<file path="config.mk">
export PLATFORM = sky130hd
export DESIGN_NAME = bounded_list_deque_top
export DESIGN_NICKNAME = d
export VERILOG_FILES = /design/src/bld_pkg.sv /design/src/bounded_list_deque_top.sv /design/src/bld_ram.sv
export SDC_FILE = /design/constraint.sdc
export NUM_CORES = 1
export LEC_CHECK = 0
export BUFFER_PORTS_ARGS = -buffer_cell sky130_fd_sc_hd__buf_4
export CORE_UTILIZATION = 35
export CTS_CLUSTER_SIZE = 14
export DETAILED_ROUTE_END_ITERATION = 10
export PLACE_DENSITY = 0.54
export SKIP_LAST_GASP = 1
export SYNTH_ARGS = -nofsm -noshare
export SYNTH_HDL_FRONTEND = slang
export SYNTH_HIERARCHICAL = 1
export SYNTH_SLANG_ARGS = --single-unit
export TNS_END_PERCENT = 100
</file>
<file path="constraint.sdc">
create_clock -name clk_i -period 6.5 [get_ports clk_i]
set_input_delay 0.65 -clock clk_i [delete_from_list [all_inputs] [get_ports clk_i]]
set_output_delay 0.65 -clock clk_i [all_outputs]
set_load 0.05 [all_outputs]
</file>
<file path="src/bld_pkg.sv">
// ============================================================================
// bld_pkg
// Shared types and constants for the bounded list deque.
// ============================================================================
package bld_pkg;

  localparam int DATA_W    = 32;
  localparam int FUNC_W    = 4;
  localparam int AMOUNT_W  = 7;
  localparam int ENTRIES_W = 7;
  localparam int STATUS_W  = 2;

  // Command codes carried in the func field.
  typedef enum logic [FUNC_W-1:0] {
    FN_ADD_FRONT  = 4'd0,
    FN_ADD_BACK   = 4'd1,
    FN_DROP_FRONT = 4'd2,
    FN_DROP_BACK  = 4'd3,
    FN_DROP_KEY   = 4'd4,
    FN_CLEAR      = 4'd5,
    FN_EMIT_ALL   = 4'd6,
    FN_EMIT_FIRST = 4'd7,
    FN_EMIT_LAST  = 4'd8
  } bld_func_e;

  // Result status codes.
  typedef enum logic [STATUS_W-1:0] {
    STS_DONE  = 2'd0,
    STS_FULL  = 2'd1,
    STS_EMPTY = 2'd2
  } bld_status_e;

  // Controller states.
  typedef enum logic [2:0] {
    ST_IDLE,
    ST_RESP,
    ST_EMIT,
    ST_SCAN,
    ST_SHIFT
  } bld_state_e;

  typedef struct packed {
    logic [FUNC_W-1:0]          func;
    logic signed [DATA_W-1:0]   value;
    logic [AMOUNT_W-1:0]        amount;
  } bld_in_t;

  typedef struct packed {
    logic signed [DATA_W-1:0]   item;
    logic                       has_item;
    logic                       is_last;
    logic [STATUS_W-1:0]        status;
    logic [ENTRIES_W-1:0]       entries;
  } bld_out_t;

endpackage

</file>
<file path="src/bounded_list_deque_top.sv">
// ============================================================================
// bounded_list_deque_top
// Bounded double-ended queue of signed 32-bit values with delete by key.
// ============================================================================
// Usage: a command transaction enters on in_valid_i/in_ready_o carrying func,
// value and amount. Each command produces one or more result transactions on
// out_valid_o/out_ready_i; the final one of a command has is_last set.
// The block handles one command at a time and raises in_ready_o only in its
// idle state, which it enters again once the command's last result is in the
// output register, so the next command can be taken while that result waits.
// Inserts, removals at the ends, clear and empty emits go from the idle state
// to the response state, which loads their result into the output register,
// and the next command is taken in the idle state after that.
// An emit of n entries presents them in order through the output register,
// one entry per cycle when the receiver never stalls. Delete by key reads the
// stored entries one per cycle through the memory read port until it finds
// the key, then moves every later entry down by one, one per cycle. Each held
// entry is either compared or moved once. The single memory port pair sets
// the pace of emits and deletes by key.
// Reset clears the head pointer, the count and the output valid; the entry
// store itself is not cleared. A stalled receiver simply holds the output
// register and the controller waits; nothing is lost or repeated.
// ============================================================================
module bounded_list_deque_top
  import bld_pkg::*;
#(
  parameter int DEPTH = 16
) (
  input  logic     clk_i,
  input  logic     rst_ni,
  input  logic     in_valid_i,
  output logic     in_ready_o,
  input  bld_in_t  in_i,
  output logic     out_valid_o,
  input  logic     out_ready_i,
  output bld_out_t out_o
);

  // Width of a physical slot index and of a logical count.
  localparam int IW = (DEPTH > 1) ? $clog2(DEPTH) : 1;
  localparam int CW = $clog2(DEPTH + 1);
  localparam logic [CW:0] DepthW = (CW + 1)'(DEPTH);

  // Maps a logical position (0 = front) to a physical slot. The sum stays
  // below twice DEPTH, so one compare and subtract does the modulo.
  function automatic logic [IW-1:0] wrap_pos(input logic [IW-1:0] head,
                                             input logic [CW-1:0] lpos);
    logic [CW:0] sum;
    sum = (CW + 1)'(head) + (CW + 1)'(lpos);
    if (sum >= DepthW) begin
      sum = sum - DepthW;
    end
    return sum[IW-1:0];
  endfunction

  bld_state_e  state_q, state_d;
  logic [IW-1:0] head_q, head_d;
  logic [CW-1:0] count_q, count_d;
  logic signed [DATA_W-1:0] key_q, key_d;
  logic [CW-1:0] cur_q, cur_d;    // logical position being walked
  logic [CW-1:0] last_q, last_d;  // last logical position of an emit
  logic          have_q, have_d;  // read data of the scan is valid
  bld_status_e   resp_q, resp_d;

  logic     out_valid_q, out_valid_d;
  bld_out_t out_q, out_d;

  // Memory port signals.
  logic                     mem_we;
  logic [IW-1:0]            mem_waddr;
  logic signed [DATA_W-1:0] mem_wdata;
  logic                     mem_re;
  logic [IW-1:0]            mem_raddr;
  logic signed [DATA_W-1:0] mem_rdata;

  // Shared conditions.
  logic          out_free;
  logic          list_full;
  logic          list_empty;
  logic [CW-1:0] amt_sat;
  logic [CW-1:0] emit_start;
  logic [CW-1:0] emit_n;
  logic          scan_match;
  logic          match_at_end;
  logic          shift_more;
  logic          emit_final;
  logic          push;
  bld_out_t      push_data;

  assign out_free   = !out_valid_q || out_ready_i;
  assign list_full  = (count_q == CW'(DEPTH));
  assign list_empty = (count_q == '0);
  assign amt_sat    = (in_i.amount > ENTRIES_W'(count_q)) ? count_q : in_i.amount[CW-1:0];

  // The entry range an emit command covers.
  always_comb begin
    emit_start = '0;
    emit_n     = count_q;
    priority if (in_i.func == FN_EMIT_FIRST) begin
      emit_n = amt_sat;
    end else if (in_i.func == FN_EMIT_LAST) begin
      emit_n     = amt_sat;
      emit_start = count_q - amt_sat;
    end else begin
      emit_n = count_q;
    end
  end

  // During the scan, cur_q is one past the position whose data is in mem_rdata.
  assign scan_match   = have_q && (mem_rdata == key_q);
  assign match_at_end = (cur_q >= count_q);
  assign shift_more   = ((CW + 1)'(cur_q) + (CW + 1)'(2)) < (CW + 1)'(count_q);
  assign emit_final   = (cur_q == last_q);

  // --------------------------------------------------------------------------
  // Next state
  // --------------------------------------------------------------------------
  always_comb begin
    state_d = state_q;
    unique case (state_q)
      ST_IDLE: begin
        if (in_valid_i) begin
          unique case (in_i.func)
            FN_DROP_KEY: state_d = list_empty ? ST_RESP : ST_SCAN;
            FN_EMIT_ALL, FN_EMIT_FIRST, FN_EMIT_LAST: begin
              state_d = (emit_n == '0) ? ST_RESP : ST_EMIT;
            end
            default: state_d = ST_RESP;
          endcase
        end
      end
      ST_RESP: begin
        if (out_free) begin
          state_d = ST_IDLE;
        end
      end
      ST_EMIT: begin
        if (out_free && emit_final) begin
          state_d = ST_IDLE;
        end
      end
      ST_SCAN: begin
        priority if (scan_match) begin
          state_d = match_at_end ? ST_RESP : ST_SHIFT;
        end else if (cur_q < count_q) begin
          state_d = ST_SCAN;
        end else begin
          state_d = ST_RESP;
        end
      end
      ST_SHIFT: begin
        if (!shift_more) begin
          state_d = ST_RESP;
        end
      end
      default: state_d = ST_IDLE;
    endcase
  end

  // --------------------------------------------------------------------------
  // Datapath, memory control and result generation
  // --------------------------------------------------------------------------
  always_comb begin
    head_d    = head_q;
    count_d   = count_q;
    key_d     = key_q;
    cur_d     = cur_q;
    last_d    = last_q;
    have_d    = have_q;
    resp_d    = resp_q;
    mem_we    = 1'b0;
    mem_waddr = head_q;
    mem_wdata = in_i.value;
    mem_re    = 1'b0;
    mem_raddr = head_q;
    push      = 1'b0;
    push_data = '0;
    in_ready_o = (state_q == ST_IDLE);

    unique case (state_q)
      ST_IDLE: begin
        if (in_valid_i) begin
          resp_d = STS_DONE;
          unique case (in_i.func)
            FN_ADD_FRONT: begin
              if (list_full) begin
                resp_d = STS_FULL;
              end else begin
                head_d    = (head_q == '0) ? IW'(DEPTH - 1) : head_q - IW'(1);
                mem_we    = 1'b1;
                mem_waddr = head_d;
                count_d   = count_q + CW'(1);
              end
            end
            FN_ADD_BACK: begin
              if (list_full) begin
                resp_d = STS_FULL;
              end else begin
                mem_we    = 1'b1;
                mem_waddr = wrap_pos(head_q, count_q);
                count_d   = count_q + CW'(1);
              end
            end
            FN_DROP_FRONT: begin
              if (list_empty) begin
                resp_d = STS_EMPTY;
              end else begin
                head_d  = wrap_pos(head_q, CW'(1));
                count_d = count_q - CW'(1);
              end
            end
            FN_DROP_BACK: begin
              if (list_empty) begin
                resp_d = STS_EMPTY;
              end else begin
                count_d = count_q - CW'(1);
              end
            end
            FN_DROP_KEY: begin
              key_d  = in_i.value;
              cur_d  = '0;
              have_d = 1'b0;
              if (list_empty) begin
                resp_d = STS_EMPTY;
              end
            end
            FN_CLEAR: begin
              head_d  = '0;
              count_d = '0;
            end
            FN_EMIT_ALL, FN_EMIT_FIRST, FN_EMIT_LAST: begin
              if (emit_n == '0) begin
                resp_d = list_empty ? STS_EMPTY : STS_DONE;
              end else begin
                mem_re    = 1'b1;
                mem_raddr = wrap_pos(head_q, emit_start);
                cur_d     = emit_start;
                last_d    = emit_start + emit_n - CW'(1);
              end
            end
            default: resp_d = STS_DONE;
          endcase
        end
      end

      ST_RESP: begin
        if (out_free) begin
          push               = 1'b1;
          push_data.is_last  = 1'b1;
          push_data.status   = resp_q;
          push_data.entries  = ENTRIES_W'(count_q);
        end
      end

      ST_EMIT: begin
        // The read data always belongs to cur_q here; the next read is issued
        // only when this entry moves into the output register.
        if (out_free) begin
          push               = 1'b1;
          push_data.item     = mem_rdata;
          push_data.has_item = 1'b1;
          push_data.is_last  = emit_final;
          push_data.status   = STS_DONE;
          push_data.entries  = ENTRIES_W'(count_q);
          if (!emit_final) begin
            cur_d     = cur_q + CW'(1);
            mem_re    = 1'b1;
            mem_raddr = wrap_pos(head_q, cur_d);
          end
        end
      end

      ST_SCAN: begin
        priority if (scan_match) begin
          if (match_at_end) begin
            // The key was the back entry: nothing to move.
            count_d = count_q - CW'(1);
            resp_d  = STS_DONE;
          end else begin
            // Fetch the entry after the match; it goes into the match's slot.
            mem_re    = 1'b1;
            mem_raddr = wrap_pos(head_q, cur_q);
            cur_d     = cur_q - CW'(1);
          end
        end else if (cur_q < count_q) begin
          mem_re    = 1'b1;
          mem_raddr = wrap_pos(head_q, cur_q);
          cur_d     = cur_q + CW'(1);
          have_d    = 1'b1;
        end else begin
          resp_d = STS_EMPTY;
        end
      end

      ST_SHIFT: begin
        // Write the entry read last cycle one place nearer the front, and
        // fetch the one after it. Reads and writes never hit the same slot.
        mem_we    = 1'b1;
        mem_waddr = wrap_pos(head_q, cur_q);
        mem_wdata = mem_rdata;
        if (shift_more) begin
          mem_re    = 1'b1;
          mem_raddr = wrap_pos(head_q, cur_q + CW'(2));
          cur_d     = cur_q + CW'(1);
        end else begin
          count_d = count_q - CW'(1);
          resp_d  = STS_DONE;
        end
      end

      default: begin
        in_ready_o = 1'b0;
      end
    endcase
  end

  // Output register: loads on a push, clears when the receiver takes it.
  always_comb begin
    out_valid_d = out_valid_q;
    out_d       = out_q;
    if (push) begin
      out_valid_d = 1'b1;
      out_d       = push_data;
    end else if (out_ready_i) begin
      out_valid_d = 1'b0;
    end
  end

  // --------------------------------------------------------------------------
  // Registers
  // --------------------------------------------------------------------------
  always_ff @(posedge clk_i or negedge rst_ni) begin
    if (!rst_ni) begin
      state_q     <= ST_IDLE;
      head_q      <= '0;
      count_q     <= '0;
      have_q      <= 1'b0;
      out_valid_q <= 1'b0;
    end else begin
      state_q     <= state_d;
      head_q      <= head_d;
      count_q     <= count_d;
      have_q      <= have_d;
      out_valid_q <= out_valid_d;
    end
  end

  always_ff @(posedge clk_i) begin
    key_q  <= key_d;
    cur_q  <= cur_d;
    last_q <= last_d;
    resp_q <= resp_d;
    out_q  <= out_d;
  end

  // Entry store.
  bld_ram #(
    .Depth (DEPTH),
    .AddrW (IW)
  ) u_store (
    .clk_i   (clk_i),
    .we_i    (mem_we),
    .waddr_i (mem_waddr),
    .wdata_i (mem_wdata),
    .re_i    (mem_re),
    .raddr_i (mem_raddr),
    .rdata_o (mem_rdata)
  );

  assign out_valid_o = out_valid_q;
  assign out_o       = out_q;

endmodule

</file>
<file path="src/bld_ram.sv">
// ============================================================================
// bld_ram
// Simple dual-port memory: one write port, one read port, registered read.
// ============================================================================
module bld_ram
  import bld_pkg::*;
#(
  parameter int Depth = 16,
  parameter int AddrW = 4
) (
  input  logic                     clk_i,
  input  logic                     we_i,
  input  logic [AddrW-1:0]         waddr_i,
  input  logic signed [DATA_W-1:0] wdata_i,
  input  logic                     re_i,
  input  logic [AddrW-1:0]         raddr_i,
  output logic signed [DATA_W-1:0] rdata_o
);

  logic signed [DATA_W-1:0] mem [Depth];
  logic signed [DATA_W-1:0] rdata_q;

  always_ff @(posedge clk_i) begin
    if (we_i) begin
      mem[waddr_i] <= wdata_i;
    end
  end

  // Read data is held until the next read enable.
  always_ff @(posedge clk_i) begin
    if (re_i) begin
      rdata_q <= mem[raddr_i];
    end
  end

  assign rdata_o = rdata_q;

endmodule
</file>
**Word-level counts from Yosys, hierarchy flattened**

Memory sizes are Yosys's and may differ from the RTL's. A register that Yosys moved wholly into a read port is not among the register bits.
Index checks and enable logic that the tools add are counted.

- Output and inout bits: 45
- Input bits: 47
- Bits in writable memories: 512
- Memories: 1
- Word-level logic and storage cells: 211
- Register bits: 101

Memories:

| memory | depth | bits a word | rd ports | clocked after Yosys merged registers in | wr ports | line | source |
|---|---|---|---|---|---|---|---|
| u_store.mem | 16 | 32 | 1 | 1 | 1 | bld_ram.sv:20 | `logic signed [DATA_W-1:0] mem [Depth];` |

- Bitwise operators: 1
- Magnitude comparators: 10
- Add/subtract/negate cells: 22
- Equal/unequal tests: 37
- Reduce and logical (&&, ||, !) cells: 28
- Multiplexer cells: 98

Operators with widths:

| operator | number |
|---|---|
| 2-to-1 mux 5 bit | 19 |
| 2-to-1 mux 4 bit | 20 |
| == test 32 bit | 1 |
| 2-to-1 mux 32 bit | 1 |
| adder 4 x 5 -> 6 bit | 5 |
| greater-or-equal comparator 6 x 5 -> 1 bit, second input constant | 5 |
| one-hot mux 5 bit (3 select lines) | 2 |
| subtractor 4 x 1 -> 4 bit, second input constant | 7 |
| 2-to-1 mux 1 bit | 24 |
| inequality test 2 bit, second input constant | 12 |
| inequality test 3 bit, second input constant | 7 |
| 2-to-1 mux 2 bit | 10 |
| one-hot mux 10 bit (2 select lines) | 1 |
| one-hot mux 5 bit (4 select lines) | 1 |
| 2-to-1 mux 3 bit | 6 |
| == test 4 x 3 -> 1 bit, second input constant | 4 |
| one-hot mux 4 bit (2 select lines) | 2 |
| one-hot mux 4 bit (4 select lines) | 1 |
| one-hot mux 3 bit (5 select lines) | 1 |
| subtractor 5 x 1 -> 5 bit, second input constant | 3 |
| one-hot mux 2 bit (3 select lines) | 2 |
| one-hot mux 4 bit (3 select lines) | 1 |
| AND reduction 4 bit | 3 |
| 2-to-1 mux 11 bit | 1 |
| 44 further kinds | 57 |

**Depth between registers and ports, before layout**

- Word-level depth: 12
- Mapped depth: 25
- Gate-level depth less buffers: 22

**Cells and area by module**

The synthesis kept the hierarchy.

Modules (own cells, without submodules):

| module | area each (um^2) | times used | cells an instance |
|---|---|---|---|
| bld_ram | 20,155.6 | 1 | 838 |
| bounded_list_deque_top | 7,083.0 | 1 | 759 |

**Worst setup path before layout**

Ideal clock, no wire load.

- Path kind: reg-to-reg
- Start point: reg count_q[1]
- End point: mem u_store.mem[0][0], enable pin
- Stages on the path, launching flop included: 12
- Data arrival time: 4.831 ns
- Data required time: 6.039 ns
- Path buffers: 1
- Setup time: 0.461 ns
- Setup slack: 1.208 ns
- Cell sequence: dfrtp_1 inv_1 ha_1 nor4bb_1 buf_2 o41ai_1 a21oi_1 nor2_1 a211oi_1 a222oi_1 or3b_2 nor3_1

- Cells in the longest elaborated chain, start to end: 7
- Elaborated cells between the ends (all ways): 16
- Those cells by class: add/sub (2); order compare (1); eq/ne (1); mux (12)

RTL lines:

| what | line | source |
|---|---|---|
| start: declaration | bounded_list_deque_top.sv:58 | `logic [CW-1:0] count_q, count_d;` |
| start signal: assignment | bounded_list_deque_top.sv:342 | `count_q <= count_d;` |
| adder 4 x 5 -> 6 bit | bounded_list_deque_top.sv:49 | `sum = (CW + 1)'(head) + (CW + 1)'(lpos);` |
| greater-or-equal comparator 6 x 5 -> 1 bit / subtractor 4 x 1 -> 4 bit (equally long branches) | bounded_list_deque_top.sv:50, bounded_list_deque_top.sv:51 |  |
| 2-to-1 mux 4 bit | bounded_list_deque_top.sv:50 | `if (sum >= DepthW) begin` |
| 2-to-1 mux 4 bit | bounded_list_deque_top.sv:196 | `if (list_full) begin` |
| one-hot mux 4 bit (2 select lines) (*) | bounded_list_deque_top.sv:184 | `unique case (in_i.func)` |
| 2-to-1 mux 4 bit (*) | bounded_list_deque_top.sv:182 | `if (in_valid_i) begin` |
| one-hot mux 4 bit (2 select lines) (*) | bounded_list_deque_top.sv:180 | `unique case (state_q)` |
| via mem_waddr[3] | bounded_list_deque_top.sv:70 | `logic [IW-1:0] mem_waddr;` |
| end: declaration | bld_ram.sv:20 |  |

Mark *: on every way through the listed nets, which the timed path passes. The rest lies on a longest branch.

**Final worst setup path**

- Start point: reg count_q[4]
- End point: reg u_store.rdata_q[9] (netlist: u_store/rdata_o[9]), read port of u_store.mem (data pin)

- Cells in the longest elaborated chain, start to end: 12
- Elaborated cells between the ends (all ways): 31
- Those cells by class: add/sub (3); order compare (5); mux (22); reduce/logical (1)

RTL lines:

| what | line | source |
|---|---|---|
| > comparator 7 x 5 -> 1 bit | bounded_list_deque_top.sv:93 | `assign amt_sat = (in_i.amount > ENTRIES_W'(count_q)) ? count_q : in_i.amount[CW-1:0];` |
| 2-to-1 mux 5 bit | bounded_list_deque_top.sv:93 |  |
| subtractor 5 bit | bounded_list_deque_top.sv:103 | `emit_start = count_q - amt_sat;` |
| 2-to-1 mux 5 bit | bounded_list_deque_top.sv:101 | `end else if (in_i.func == FN_EMIT_LAST) begin` |
| 2-to-1 mux 5 bit | bounded_list_deque_top.sv:99 | `priority if (in_i.func == FN_EMIT_FIRST) begin` |
| adder 4 x 5 -> 6 bit | bounded_list_deque_top.sv:49 |  |
| greater-or-equal comparator 6 x 5 -> 1 bit / subtractor 4 x 1 -> 4 bit (equally long branches) | bounded_list_deque_top.sv:50, bounded_list_deque_top.sv:51 |  |
| 2-to-1 mux 4 bit | bounded_list_deque_top.sv:50 |  |
| 2-to-1 mux 4 bit | bounded_list_deque_top.sv:232 | `if (emit_n == '0) begin` |
| 2-to-1 mux 4 bit | bounded_list_deque_top.sv:184 |  |
| 2-to-1 mux 4 bit | bounded_list_deque_top.sv:182 |  |
| one-hot mux 4 bit (4 select lines) (*) | bounded_list_deque_top.sv:180 |  |
| via mem_raddr[2] | bounded_list_deque_top.sv:73 | `logic [IW-1:0] mem_raddr;` |
| end: declaration | bld_ram.sv:21 | `logic signed [DATA_W-1:0] rdata_q;` |

Marked as above.
A chain may end at the register's enable or synchronous reset.

==> impl_metrics.json <==
{
  "globalplace.congestion": 0.863,
  "p_leak_nw": 10.9,
  "grt.overflow.total": 0,
  "dpl_worst_slack_ps": 493,
  "ys_warn_count": 6,
  "core-area_sq_mm": 0.0765,
  "whs_ps": 230,
  "num_rows": 101,
  "cts.sinks": 643,
  "drtIter0Drc": 1662,
  "cts_tree": "yes",
  "place_inst": 2689,
  "grt_usage_pct": 18.7,
  "comb_power_share_pct": 42.5,
  "finClkSkew_ps": 24.8,
  "dieHeight_microns": 281,
  "critPathMaxFanout": 24,
  "clock-root-buffer": "clkbuf_16",
  "rr_worst_depth": 22,
  "antenna_found_initial": 2,
  "drv_cap": 0,
  "netlist_top_cells_area": "edfxtp_1, mux4_2, nand2_1",
  "place_area_sq_mm": 0.0295,
  "wl_microns": 72700,
  "grt_max_degree": 61,
  "rrSetupSlack_ps": 670,
  "dr.pass1.iters": 5,
  "postRouteAntennaNets": 0,
  "wl_per_cell_microns": 25.8,
  "start_kind": "flop",
  "start_util_pct": 35.6,
  "clk_latency_ps": 600,
  "worstMarginPinSlew_ps": 1110,
  "crit_required_ps": 6950,
  "syn_area_sq_mm": 0.0272,
  "seqPwrFrac_pct": 33.6,
  "fin_tns_setup_ps": 0,
  "period_share_pct": 89.7,
  "worstSetupPathType": "flop to flop",
  "io_buffers": 89,
  "post-route-util_pct": 41.6,
  "final-instance-count-excl-fill": 2820,
  "vias_per_cell": 5.41,
  "die_w_microns": 281,
  "sw_frac_of_total_pct": 36.6,
  "crit_arrival_ps": 6280,
  "ys_types": 78,
  "yosysSeqAreaShare_pct": 70.6,
  "synth_area_leader_cell": "edfxtp_1",
  "syn_area_per_cell_sq_um": 17.1,
  "drc_errors": 0,
  "finalPower_mw": 16.3,
  "clkPwrFrac_pct": 23.9,
  "cts_made_buffers": 72,
  "io-pin-count": 92,
  "post_cts_buffers": 0,
  "relSlewSlack_pct": 25.7,
  "htree_levels": 3,
  "path_clk_slew_ps": 60,
  "synth-edff-count": 629,
  "fin_area_sq_mm": 0.0318,
  "grt_pass1_vias": 15500,
  "outcome": "completed",
  "synth-async-reset-ratio_pct": 2.18,
  "drive_gt1_share_pct": 22.8,
  "hold_violations": 0,
  "period_needed_ps": 5830,
  "switchingPower_mw": 5.98,
  "clock.fmax_mhz": 172,
  "final_cell_mix": "edfxtp_1, nand2_1, buf_4, mux4_2, clkbuf_16",
  "grt_pass1_wl_microns": 106000,
  "synth_cells": 1597,
  "layout.nets": 1837,
  "ys.flop_type": "edfxtp_1",
  "irDropWorstVdd_uv": 431,
  "holdPathStages": 1,
  "dp_hpwl_microns": 43300,
  "synth_top_area_share_pct": 69.3,
  "vias": 15300,
  "cellInternalPower_mw": 10.4,
  "final_common_cell": "edfxtp_1",
  "setup_viol": 0,
  "ys_ff_latch": 643,
  "die_area_sq_mm": 0.0789,
  "power.density_mw_per_mm2": 514,
  "worst_slack_ps": 670,
  "min_path_type": "input pin to flop",
  "area_delta_synth_final_pct": 16.8,
  "nFillCells": 6827,
  "crit_path_end_kind": "flop",
  "slew_viol_final": 0,
  "rsz0062_at_grt": "false",
  "num_antenna_cells": 0,
  "cts_buffer_depth": 3
}
final timing paths:
path                                         from                      endpoint
max                        count_q[4]$_DFFE_PN0P_  u_store/rdata_o[9]$_DFFE_PP_
min                                      in_i[26]           key_q[19]$_DFFE_PP_
max reg2reg                count_q[4]$_DFFE_PN0P_  u_store/rdata_o[9]$_DFFE_PP_
min reg2reg                   resp_q[1]$_DFFE_PP_            out_o[8]$_DFFE_PP_
max in group asynchronous                  rst_ni         head_q[2]$_DFFE_PN0P_
min in group asynchronous                  rst_ni        count_q[3]$_DFFE_PN0P_
cells in the mapped netlist (all sizes together), types with 7 or more instances:
library cell	count
o21ai	31
nand2	169
nor2b	10
o22ai	9
xnor2	14
dfrtp	14
edfxtp	629
clkbuf	46
mux4	128
inv	39
o31ai	7
nand2b	8
nor2	57
a22oi	66
xor2	48
nor3	21
and3	40
buf	32
mux2i	7
a21oi	31
nor4	12
fa	7
nand3	23
ha	49
a31oi	8
a21o	9
metal layers:
layer	vias to the layer above	routed length (microns)	track usage, %
li1	6638	-	-
met1	8018	32100	25.9
met2	519	34600	30.2
met3	90	4780	3.60
met4	0	1260	4.44
met5	-	0	0
critical path, stage by stage (launching register included):
cell,delay (ps)
dfrtp_1,500
inv_1,220
ha_1,330
a2111oi_0,540
and2_1,290
nor2_1,130
nand2_1,80
o21ai_0,100
ha_1,230
fa_1,510
or2b_1,170
inv_1,110
fa_1,390
xnor2_1,140
nor3_1,130
nand2_1,70
nor3_1,260
o31ai_1,150
a32oi_2,410
and2_2,440
buf_12,270
a22oi_1,100
nand2_1,100
repair_timing:
item / in CTS / in global routing
setup endpoints to repair: 0 / 7
resized for setup: 0 / 1
hold buffers: 1 / 0
endpoints found under the hold margin: 14 / 0
state kept, by name, indices dropped and copies added, names as in the netlist, 2 cells and up:
signal	flops
u_store/rdata_o	32
resp_q	2
last_q	5
cur_q	5
key_q	32
state_q	3
out_o	41
count_q	5
head_q	4
u_store/mem	512
final cells by class:
class,instances,area (sq um),share of cell area (%)
Sequential cell,643,19200,60.5
Multi-Input combinational cell,838,7680,24.2
Clock buffer,84,1890,5.94
Tap cell,1030,1290,4.05
Timing Repair Buffer,140,1180,3.71
Clock inverter,46,378,1.19
Inverter,39,146,0.460
logic make-up after synthesis:
family / share of synthesized area, %
other: 0.0138
buffers and inverters: 1.83
XOR/XNOR: 1.99
multiplexers: 10.9
AO/OA/AOI/OAI: 5.37
adder cells (fa/ha/maj): 2.77
flip-flops: 70.6
AND/OR/NAND/NOR: 6.48
power groups by stage:
| stage | clock network (mW) | registers (mW) | logic [mW] |
|---|---|---|---|
| 2_1_floorplan | 0 | 5.83 | 4.51 |
| 3_3_place_gp | 0 | 5.58 | 6.96 |
| 3_5_place_dp | 0 | 5.58 | 7.01 |
| 4_1_cts | 3.99 | 5.50 | 7.03 |
| 5_1_grt | 4.14 | 5.54 | 7.50 |
| 6_report | 3.90 | 5.50 | 6.94 |
(Power assumes the default switching activity.)
